$ cat src/hw/rtl/sorted_priority_queue_core_macros.svh
// Assertion macros shared by the sorted priority queue RTL.
// Each macro expects signals named clk and rst_n in the enclosing module.
`ifndef SORTED_PRIORITY_QUEUE_CORE_MACROS_SVH
`define SORTED_PRIORITY_QUEUE_CORE_MACROS_SVH

// The consequent must hold in the same cycle as the antecedent.
`define SPQ_ASSERT_SAME(lbl, ante, cons, msg) \
  lbl: assert property (@(posedge clk) disable iff (!rst_n) (ante) |-> (cons)) \
    else $error(msg);

// The consequent must hold in the cycle after the antecedent.
`define SPQ_ASSERT_NEXT(lbl, ante, cons, msg) \
  lbl: assert property (@(posedge clk) disable iff (!rst_n) (ante) |=> (cons)) \
    else $error(msg);

`endif

$ cat src/hw/rtl/spq_pkg.sv
// Package for the sorted priority queue: sizes, operation and status codes,
// and the command and status structs between controller and datapath.
// Depends on nothing.
package spq_pkg;

  // Queue sizing.
  localparam int DEPTH         = 16;
  localparam int VALUE_BITS    = 32;
  localparam int PRIORITY_BITS = 16;
  localparam int CNT_W         = $clog2(DEPTH + 1);
  localparam int IDX_W         = $clog2(DEPTH);

  // Fixed field widths of the channels.
  localparam int OP_W     = 2;
  localparam int VAL_W    = 32;
  localparam int PRI_W    = 16;
  localparam int STATUS_W = 2;
  localparam int TOTAL_W  = 5;

  typedef logic [OP_W-1:0]     op_t;
  typedef logic [STATUS_W-1:0] status_t;

  localparam op_t OP_ENQ = 2'd0;
  localparam op_t OP_DEQ = 2'd1;
  localparam op_t OP_CLR = 2'd2;

  localparam status_t ST_DONE  = 2'd0;
  localparam status_t ST_OVER  = 2'd1;
  localparam status_t ST_EMPTY = 2'd2;

  // Commands from the controller to the datapath.
  typedef struct packed {
    logic load;     // latch the incoming transaction
    logic exec;     // apply the operation to the queue
    logic capture;  // load the result register
  } spq_cmd_t;

  // Status from the datapath to the controller.
  typedef struct packed {
    logic empty;
    logic full;
  } spq_stat_t;

endpackage

$ cat src/hw/rtl/spq_ifs.sv
// Channel interfaces of the sorted priority queue: request and result.
// Depends on spq_pkg.
interface spq_in_if;
  import spq_pkg::*;

  logic                valid;
  logic                ready;
  logic [OP_W-1:0]     operation;
  logic [VAL_W-1:0]    value;
  logic [PRI_W-1:0]    priority_req;

  modport source (output valid, operation, value, priority_req, input ready);
  modport sink   (input valid, operation, value, priority_req, output ready);
endinterface

interface spq_out_if;
  import spq_pkg::*;

  logic                valid;
  logic                ready;
  logic [STATUS_W-1:0] status;
  logic                front_valid;
  logic [VAL_W-1:0]    front_value;
  logic [PRI_W-1:0]    front_priority;
  logic [TOTAL_W-1:0]  entry_total;
  logic                is_full;

  modport source (output valid, status, front_valid, front_value, front_priority,
                  entry_total, is_full, input ready);
  modport sink   (input valid, status, front_valid, front_value, front_priority,
                  entry_total, is_full, output ready);
endinterface

$ cat src/hw/rtl/spq_dpath.sv
// Datapath of the sorted priority queue: the sorted slot row with one
// comparator per slot, the entry count and the result register.
// Depends on spq_pkg and the assertion macro header.
`include "sorted_priority_queue_core_macros.svh"

module spq_dpath (
  input  logic                         clk,
  input  logic                         rst_n,
  input  spq_pkg::spq_cmd_t            cmd_i,
  output spq_pkg::spq_stat_t           stat_o,
  input  spq_pkg::op_t                 in_operation_i,
  input  logic [spq_pkg::VAL_W-1:0]    in_value_i,
  input  logic [spq_pkg::PRI_W-1:0]    in_priority_i,
  output spq_pkg::status_t             res_status_o,
  output logic                         res_front_valid_o,
  output logic [spq_pkg::VAL_W-1:0]    res_front_value_o,
  output logic [spq_pkg::PRI_W-1:0]    res_front_priority_o,
  output logic [spq_pkg::TOTAL_W-1:0]  res_entry_total_o,
  output logic                         res_is_full_o
);
  import spq_pkg::*;

  // Latched transaction.
  op_t                     op_r;
  logic [VALUE_BITS-1:0]   val_r;
  logic [PRIORITY_BITS-1:0] pri_r;

  // Slot row, ascending priority, top entry at count_r - 1.
  logic [VALUE_BITS-1:0]    slot_val_r [DEPTH];
  logic [PRIORITY_BITS-1:0] slot_pri_r [DEPTH];
  logic [CNT_W-1:0]         count_r;
  logic [CNT_W-1:0]         count_nxt;
  status_t                  status_r;
  status_t                  status_nxt;

  // Result register.
  status_t                  res_status_r;
  logic                     res_fv_r;
  logic [VAL_W-1:0]         res_val_r;
  logic [PRI_W-1:0]         res_pri_r;
  logic [TOTAL_W-1:0]       res_total_r;
  logic                     res_full_r;

  logic             is_empty;
  logic             is_full;
  logic             do_insert;
  logic [DEPTH-1:0] lt;
  logic [IDX_W-1:0] top_idx;

  assign is_empty  = (count_r == '0);
  assign is_full   = (count_r == CNT_W'(DEPTH));
  assign do_insert = cmd_i.exec && (op_r == OP_ENQ) && !is_full;
  assign stat_o    = '{empty: is_empty, full: is_full};

  // Capture the incoming transaction, cast to the stored widths.
  always_ff @(posedge clk) begin
    if (cmd_i.load) begin
      op_r  <= in_operation_i;
      val_r <= VALUE_BITS'(in_value_i);
      pri_r <= PRIORITY_BITS'(in_priority_i);
    end
  end

  // Each occupied slot compares its priority with the new one. Because the
  // row is sorted, the set of lower slots is a prefix and its end is the
  // insert position. Equal priorities stay above, so the oldest leaves first.
  for (genvar k = 0; k < DEPTH; k++) begin : g_slot
    assign lt[k] = (CNT_W'(k) < count_r) && (slot_pri_r[k] < pri_r);

    if (k == 0) begin : g_bottom
      always_ff @(posedge clk) begin
        if (do_insert && !lt[k]) begin
          slot_val_r[k] <= val_r;
          slot_pri_r[k] <= pri_r;
        end
      end
    end else begin : g_upper
      // A slot at the insert position takes the new entry; above it, shift up.
      always_ff @(posedge clk) begin
        if (do_insert && !lt[k]) begin
          if (lt[k-1]) begin
            slot_val_r[k] <= val_r;
            slot_pri_r[k] <= pri_r;
          end else begin
            slot_val_r[k] <= slot_val_r[k-1];
            slot_pri_r[k] <= slot_pri_r[k-1];
          end
        end
      end
    end
  end

  // Count and status update for the operation.
  always_comb begin
    count_nxt  = count_r;
    status_nxt = ST_DONE;
    case (op_r)
      OP_ENQ: begin
        if (is_full) begin
          status_nxt = ST_OVER;
        end else begin
          count_nxt = count_r + CNT_W'(1);
        end
      end
      OP_DEQ: begin
        if (is_empty) begin
          status_nxt = ST_EMPTY;
        end else begin
          count_nxt = count_r - CNT_W'(1);
        end
      end
      OP_CLR: begin
        count_nxt = '0;
      end
      default: begin
        count_nxt = count_r;
      end
    endcase
  end

  always_ff @(posedge clk) begin
    if (!rst_n) begin
      count_r <= '0;
    end else if (cmd_i.exec) begin
      count_r <= count_nxt;
    end
  end

  always_ff @(posedge clk) begin
    if (cmd_i.exec) begin
      status_r <= status_nxt;
    end
  end

  // Result register: the top entry of the queue after the operation.
  assign top_idx = IDX_W'(count_r - CNT_W'(1));

  always_ff @(posedge clk) begin
    if (cmd_i.capture) begin
      res_status_r <= status_r;
      res_fv_r     <= !is_empty;
      res_val_r    <= is_empty ? '0 : VAL_W'(slot_val_r[top_idx]);
      res_pri_r    <= is_empty ? '0 : PRI_W'(slot_pri_r[top_idx]);
      res_total_r  <= TOTAL_W'(count_r);
      res_full_r   <= is_full;
    end
  end

  assign res_status_o         = res_status_r;
  assign res_front_valid_o    = res_fv_r;
  assign res_front_value_o    = res_val_r;
  assign res_front_priority_o = res_pri_r;
  assign res_entry_total_o    = res_total_r;
  assign res_is_full_o        = res_full_r;

  // Checks on the count bookkeeping.
  `SPQ_ASSERT_SAME(a_count_bound, 1'b1, count_r <= CNT_W'(DEPTH), "count exceeds depth")
  `SPQ_ASSERT_NEXT(a_deq_dec, cmd_i.exec && (op_r == OP_DEQ) && !is_empty, count_r == $past(count_r) - CNT_W'(1), "dequeue did not decrement")
  `SPQ_ASSERT_NEXT(a_enq_full_hold, cmd_i.exec && (op_r == OP_ENQ) && is_full, (count_r == $past(count_r)) && (status_r == ST_OVER), "full enqueue changed queue")
  `SPQ_ASSERT_NEXT(a_clr_empty, cmd_i.exec && (op_r == OP_CLR), count_r == '0, "clear left entries")

endmodule

$ cat src/hw/rtl/spq_ctrl.sv
// Controller of the sorted priority queue: sequences accept, execute and
// result capture, and owns both handshakes. Depends on spq_pkg and the macros.
`include "sorted_priority_queue_core_macros.svh"

module spq_ctrl (
  input  logic               clk,
  input  logic               rst_n,
  input  logic               in_valid_i,
  output logic               in_ready_o,
  output logic               out_valid_o,
  input  logic               out_ready_i,
  output spq_pkg::spq_cmd_t  cmd_o,
  input  spq_pkg::spq_stat_t stat_i
);
  import spq_pkg::*;

  typedef enum logic [1:0] {
    S_IDLE,
    S_EXEC,
    S_SEND
  } state_t;

  state_t state_r;
  state_t state_nxt;
  logic   in_rdy_r;
  logic   in_rdy_nxt;
  logic   out_vld_r;
  logic   out_vld_nxt;
  logic   in_take;
  logic   slot_free;

  assign in_take   = in_valid_i && in_rdy_r;
  assign slot_free = !out_vld_r || out_ready_i;

  // Next state and commands.
  always_comb begin
    state_nxt     = state_r;
    in_rdy_nxt    = in_rdy_r;
    out_vld_nxt   = out_vld_r && !out_ready_i;
    cmd_o.load    = 1'b0;
    cmd_o.exec    = 1'b0;
    cmd_o.capture = 1'b0;
    unique case (state_r)
      S_IDLE: begin
        if (in_take) begin
          cmd_o.load = 1'b1;
          in_rdy_nxt = 1'b0;
          state_nxt  = S_EXEC;
        end
      end
      S_EXEC: begin
        cmd_o.exec = 1'b1;
        state_nxt  = S_SEND;
      end
      S_SEND: begin
        // Wait until the result register is free, then refill it.
        if (slot_free) begin
          cmd_o.capture = 1'b1;
          out_vld_nxt   = 1'b1;
          in_rdy_nxt    = 1'b1;
          state_nxt     = S_IDLE;
        end
      end
      default: begin
        state_nxt = S_IDLE;
      end
    endcase
  end

  // State and registered handshake outputs.
  always_ff @(posedge clk) begin
    if (!rst_n) begin
      state_r   <= S_IDLE;
      in_rdy_r  <= 1'b1;
      out_vld_r <= 1'b0;
    end else begin
      state_r   <= state_nxt;
      in_rdy_r  <= in_rdy_nxt;
      out_vld_r <= out_vld_nxt;
    end
  end

  assign in_ready_o  = in_rdy_r;
  assign out_valid_o = out_vld_r;

  // Sequencing checks.
  `SPQ_ASSERT_NEXT(a_take_exec, in_take, state_r == S_EXEC, "accepted transaction not executed")
  `SPQ_ASSERT_NEXT(a_capture_valid, cmd_o.capture, out_vld_r && in_rdy_r, "captured result not offered")
  `SPQ_ASSERT_SAME(a_ready_idle, in_rdy_r, state_r == S_IDLE, "ready outside idle")
  `SPQ_ASSERT_SAME(a_stat_excl, 1'b1, !(stat_i.empty && stat_i.full), "queue both empty and full")

endmodule

$ cat src/hw/rtl/sorted_priority_queue_core.sv
// Sorted priority queue of spq_pkg::DEPTH entries. Each request transaction
// (enqueue, dequeue of the highest priority, clear) yields one result that
// reports status and the queue's front, count and full flag afterwards. A
// transaction is latched on acceptance; then every slot compares its
// priority with the new one in parallel and the row shifts; then the result
// register is loaded, which waits while an earlier result is not yet taken.
// No new request is accepted until the result register has been loaded.
// Depends on spq_pkg, the channel interfaces, spq_ctrl and spq_dpath.
module sorted_priority_queue_core (
  input  logic             clk,
  input  logic             rst_n,
  spq_in_if.sink           in_ch,
  spq_out_if.source        out_ch
);
  import spq_pkg::*;

  spq_cmd_t  cmd;
  spq_stat_t stat;

  // Sequencing of the handshakes.
  spq_ctrl u_ctrl (
    .clk         (clk),
    .rst_n       (rst_n),
    .in_valid_i  (in_ch.valid),
    .in_ready_o  (in_ch.ready),
    .out_valid_o (out_ch.valid),
    .out_ready_i (out_ch.ready),
    .cmd_o       (cmd),
    .stat_i      (stat)
  );

  // Queue storage and result register.
  spq_dpath u_dpath (
    .clk                  (clk),
    .rst_n                (rst_n),
    .cmd_i                (cmd),
    .stat_o               (stat),
    .in_operation_i       (in_ch.operation),
    .in_value_i           (in_ch.value),
    .in_priority_i        (in_ch.priority_req),
    .res_status_o         (out_ch.status),
    .res_front_valid_o    (out_ch.front_valid),
    .res_front_value_o    (out_ch.front_value),
    .res_front_priority_o (out_ch.front_priority),
    .res_entry_total_o    (out_ch.entry_total),
    .res_is_full_o        (out_ch.is_full)
  );

endmodule
$ cat src/flat_wrapper.sv
// flat-port wrapper written by rule: the top's interface ports become plain ports
module sorted_priority_queue_core_flat import spq_pkg::*;
  (clk, rst_n, in_ch_valid, in_ch_operation, in_ch_value, in_ch_priority_req, in_ch_ready, out_ch_valid, out_ch_status, out_ch_front_valid, out_ch_front_value, out_ch_front_priority, out_ch_entry_total, out_ch_is_full, out_ch_ready);
  spq_in_if in_ch_i ();
  spq_out_if out_ch_i ();
  input  logic clk;
  input  logic rst_n;
  input wire logic [$bits(in_ch_i.valid)-1:0] in_ch_valid;
  input wire logic [$bits(in_ch_i.operation)-1:0] in_ch_operation;
  input wire logic [$bits(in_ch_i.value)-1:0] in_ch_value;
  input wire logic [$bits(in_ch_i.priority_req)-1:0] in_ch_priority_req;
  output wire logic [$bits(in_ch_i.ready)-1:0] in_ch_ready;
  output wire logic [$bits(out_ch_i.valid)-1:0] out_ch_valid;
  output wire logic [$bits(out_ch_i.status)-1:0] out_ch_status;
  output wire logic [$bits(out_ch_i.front_valid)-1:0] out_ch_front_valid;
  output wire logic [$bits(out_ch_i.front_value)-1:0] out_ch_front_value;
  output wire logic [$bits(out_ch_i.front_priority)-1:0] out_ch_front_priority;
  output wire logic [$bits(out_ch_i.entry_total)-1:0] out_ch_entry_total;
  output wire logic [$bits(out_ch_i.is_full)-1:0] out_ch_is_full;
  input wire logic [$bits(out_ch_i.ready)-1:0] out_ch_ready;
  assign in_ch_i.valid = in_ch_valid;
  assign in_ch_i.operation = in_ch_operation;
  assign in_ch_i.value = in_ch_value;
  assign in_ch_i.priority_req = in_ch_priority_req;
  assign in_ch_ready = in_ch_i.ready;
  assign out_ch_valid = out_ch_i.valid;
  assign out_ch_status = out_ch_i.status;
  assign out_ch_front_valid = out_ch_i.front_valid;
  assign out_ch_front_value = out_ch_i.front_value;
  assign out_ch_front_priority = out_ch_i.front_priority;
  assign out_ch_entry_total = out_ch_i.entry_total;
  assign out_ch_is_full = out_ch_i.is_full;
  assign out_ch_i.ready = out_ch_ready;
  sorted_priority_queue_core u_core (.clk(clk), .rst_n(rst_n), .in_ch(in_ch_i), .out_ch(out_ch_i));
endmodule
$ cat config.mk
export PLATFORM = sky130hd
export DESIGN_NAME = sorted_priority_queue_core_flat
export DESIGN_NICKNAME = d
export VERILOG_FILES = /design/src/hw/rtl/spq_pkg.sv /design/src/hw/rtl/spq_ifs.sv /design/src/hw/rtl/spq_dpath.sv /design/src/hw/rtl/spq_ctrl.sv /design/src/hw/rtl/sorted_priority_queue_core.sv /design/src/flat_wrapper.sv
export VERILOG_INCLUDE_DIRS = /design/src /design/src/hw/rtl
export SDC_FILE = /design/constraint.sdc
export NUM_CORES = 2
export LEC_CHECK = 0
export BUFFER_PORTS_ARGS = -buffer_cell sky130_fd_sc_hd__buf_2
export CORE_ASPECT_RATIO = 0.8
export CORE_MARGIN = 1.5
export CORE_UTILIZATION = 55
export DETAILED_ROUTE_END_ITERATION = 7
export PLACE_DENSITY = 0.77
export SKIP_CTS_REPAIR_TIMING = 1
export SLEW_MARGIN = 10
export SYNTH_ARGS = -nofsm -noshare
export SYNTH_HDL_FRONTEND = slang
export SYNTH_SLANG_ARGS = --single-unit
$ cat constraint.sdc
create_clock -name clk -period 7.3 [get_ports clk]
set_clock_uncertainty 0.1 [all_clocks]
set_input_delay 0.365 -clock clk [delete_from_list [all_inputs] [get_ports clk]]
set_output_delay 0.365 -clock clk [all_outputs]
set_load 0.005 [all_outputs]
==> metrics.yaml <==
grt_usage: 0.292
r2r_setup_slack_ps: 1470
cts_tree: "done"
hpwl_mm: 77.2
seq_area_frac_synth: 0.557
gp_congestion: 0.955
yosys.area_share.simple: 0.0343
crit_start: "u_core.u_dpath.pri_r[2]"
area_delta_synth_final_pct: 10.1
clk_latency_ps: 670
synth-async-reset-ratio: 0
whs_endpoint: "u_core.u_dpath.val_r[28]"
first_pass_iters: 6
fin_crit_ps: 5830
p_per_area_nw_per_um2: 230
cts-buffers-inserted: 91
synthFlopType: "edfxtp_1"
dp_slack_ps: 1640
p_int_uw: 9040
grt_max_degree: 147
whs_path_depth: 2
tns_ps: 0
start_util: 0.555
final_common_cell: "edfxtp_1"
drive_gt1_frac: 0.380
yosysWarnings: 0
status: "complete, no violations"
syn_nets: 3269
tightest_slew_ps: 1250
dieWidth_um: 332
ys_ff_latch: 886
cp_max_fo: 34
antenna_found_initial: 0
netlist_instances: 2968
layout_common_cells: "edfxtp_1 (877), mux2_2 (627), ha_1 (246), mux4_2 (192), buf_2 (112)"
first_iter_violations: 3304
routed_via_density: 6.80
seq_power_share: 0.494
die_h_um: 266
switching_power_uw: 3020
setup_violations: 0
crit_required_ps: 7610
hold_viol: 0
clock_sink_count: 886
synth_top_family_by_area: "multiplexers"
grt_first_pass_wirelength_mm: 192
setup_ws_ps: 1470
netlist_area_um2: 47600
p_sw_frac: 0.250
worst-setup-path-type: "reg -> reg"
hold_path_class: "in -> reg"
fmax_mhz: 172
regToRegEndpoint: "u_core.u_dpath.slot_val_r[4][0]"
synth_fa_ha_area_frac: 0.0650
clockBufferDepth: 3
placed_cells: 4036
dieArea_um2: 88300
synth_compound_gate_area_share: 0.0489
avgSynthCellArea_um2: 16.0
critPathArrivalTime_ps: 6140
grt_overflow: 0
vias: 28937
synthDistinctLibCells: 64
maxCapViolCount: 0
min_from: "in_ch_value[28]"
drc: 0
avgRoutedWirePerCell_um: 30.2
ios: 113
slew_headroom: 0.166
htreeDepth: 3
core_um2: 85800
fin_nets: 3355
portBuffers: 112
rows: 96
routed_wl_mm: 129
synthMuxAreaShare: 0.268
fin_cells: 4257
clk_pin_slew_ps: 60
worstReg2RegStart: "u_core.u_dpath.pri_r[2]"
rsz0062_at_grt: "false"
total_leakage_power_uw: 0.0181
grt_pass1_vias: 29088
worst_setup_path_start_kind: "flip-flop"
synth_edf_count: 877
synth_xor_area_frac: 0.000368
root_buffer: "clkbuf_16"
combPwrFrac: 0.130
pwr-share-clk: 0.376
peakVddDrop_mv: 0.154
diodes: 0
end_kind: "flip-flop"
reg2reg_depth: 10
drv_slew: 0
ant_nets: 0
finalCritPeriodShare: 0.798
-- cell usage after synthesis (43+ instances only) --
master | count | share of area
edfxtp_1 | 877 | 0.55
mux2_2 | 627 | 0.15
ha_1 | 247 | 0.065
mux4_2 | 192 | 0.091
a211oi_1 | 108 | 0.017
clkbuf_1 | 95 | 0.0075
a21oi_1 | 86 | 0.0090
o21ai_0 | 64 | 0.0067
buf_2 | 62 | 0.0065
nor2b_1 | 62 | 0.0082
nand2_1 | 60 | 0.0047
nand3_1 | 50 | 0.0053
mux2i_1 | 49 | 0.010
nor2_1 | 43 | 0.0034
-- sequential cells by signal, indices dropped and copies added, names as in the netlist, 2 cells and up --
| register | cells |
|---|---|
| u_core.u_dpath.pri_r | 16 |
| u_core.u_dpath.res_front_priority_o | 16 |
| u_core.u_dpath.res_entry_total_o | 5 |
| u_core.u_dpath.res_status_o | 2 |
| u_core.u_dpath.count_r | 5 |
| u_core.u_ctrl.state_r | 2 |
| u_core.u_dpath.status_r | 2 |
| u_core.u_dpath.val_r | 32 |
| u_core.u_dpath.slot_val_r | 512 |
| u_core.u_dpath.res_front_value_o | 32 |
| u_core.u_dpath.slot_pri_r | 256 |
| u_core.u_dpath.op_r | 2 |
-- cell type report --
cell class                      count  area [µm²]
Inverter                           29         109
Tap cell                         1127        1410
Multi-Input combinational cell   1840       20100
Clock inverter                     56         433
Sequential cell                   886       26500
Clock buffer                      113        2400
Timing Repair Buffer              206        1450
Fill cell                        6225       33400
-- kinds of logic after synthesis --
family / Yosys count
xor gates and xnor gates: 2
DFF: 886
muxes: 931
and+or+nand+nor: 307
adders and majority gates: 247
buffers and inverters: 242
AOI/OAI and AO/OA: 353
-- worst max-delay path by stage --
| stage | cells after the start | endpoint |
|---|---|---|
| 2_1_floorplan | 13 | u_core.u_dpath.slot_pri_r[15][10] |
| 3_3_place_gp | 9 | u_core.u_dpath.slot_pri_r[14][10] |
| 3_5_place_dp | 9 | u_core.u_dpath.slot_val_r[14][31] |
| 4_1_cts | 9 | u_core.u_dpath.slot_val_r[14][13] |
| 5_1_grt | 9 | u_core.u_dpath.slot_val_r[14][13] |
| 6_report | 10 | u_core.u_dpath.slot_val_r[4][0] |
-- power groups by stage --
stage,combinational [µW],clock (µW),sequential [µW]
after floorplan,1110,0,5980
after global placement,1470,0,6050
after detailed placement,1510,0,6060
after CTS,1520,4590,5950
after global routing,1660,4790,5980
final,1560,4530,5960
-- per-stage QoR --
| stage | area [µm²] | utilization | total power [µW] | hold slack, ps |
|---|---|---|---|---|
| after floorplan | 47600 | - | 7080 | 300 |
| final | 52400 | 0.611 | 12100 | 299 |
| after CTS | 51900 | 0.605 | 12100 | -265 |
| after detailed placement | 49000 | 0.572 | 7570 | 305 |
| after global placement | 49000 | 0.572 | 7520 | 300 |
| after global routing | 52400 | 0.611 | 12400 | 278 |
-- critical path, stage by stage, from the launching register on --
cell      delay (ps)
edfxtp_1         700
inv_1            550
ha_1             480
nand2_1           50
o21ai_1          260
a21oi_1          310
o21ai_0          660
a41oi_1          460
nor2_4           770
buf_4            710
mux2_2           420
-- layer usage --
metal / up-vias / part of all wire / global-route usage
met3: 227 / 0.10 / 0.0757
met1: 14995 / 0.43 / 0.427
li1: 12194 / - / -
met5: - / 0 / 0
met4: 0 / 0.025 / 0.0785
met2: 1521 / 0.45 / 0.435
Power figures use the tool's default switching activity.
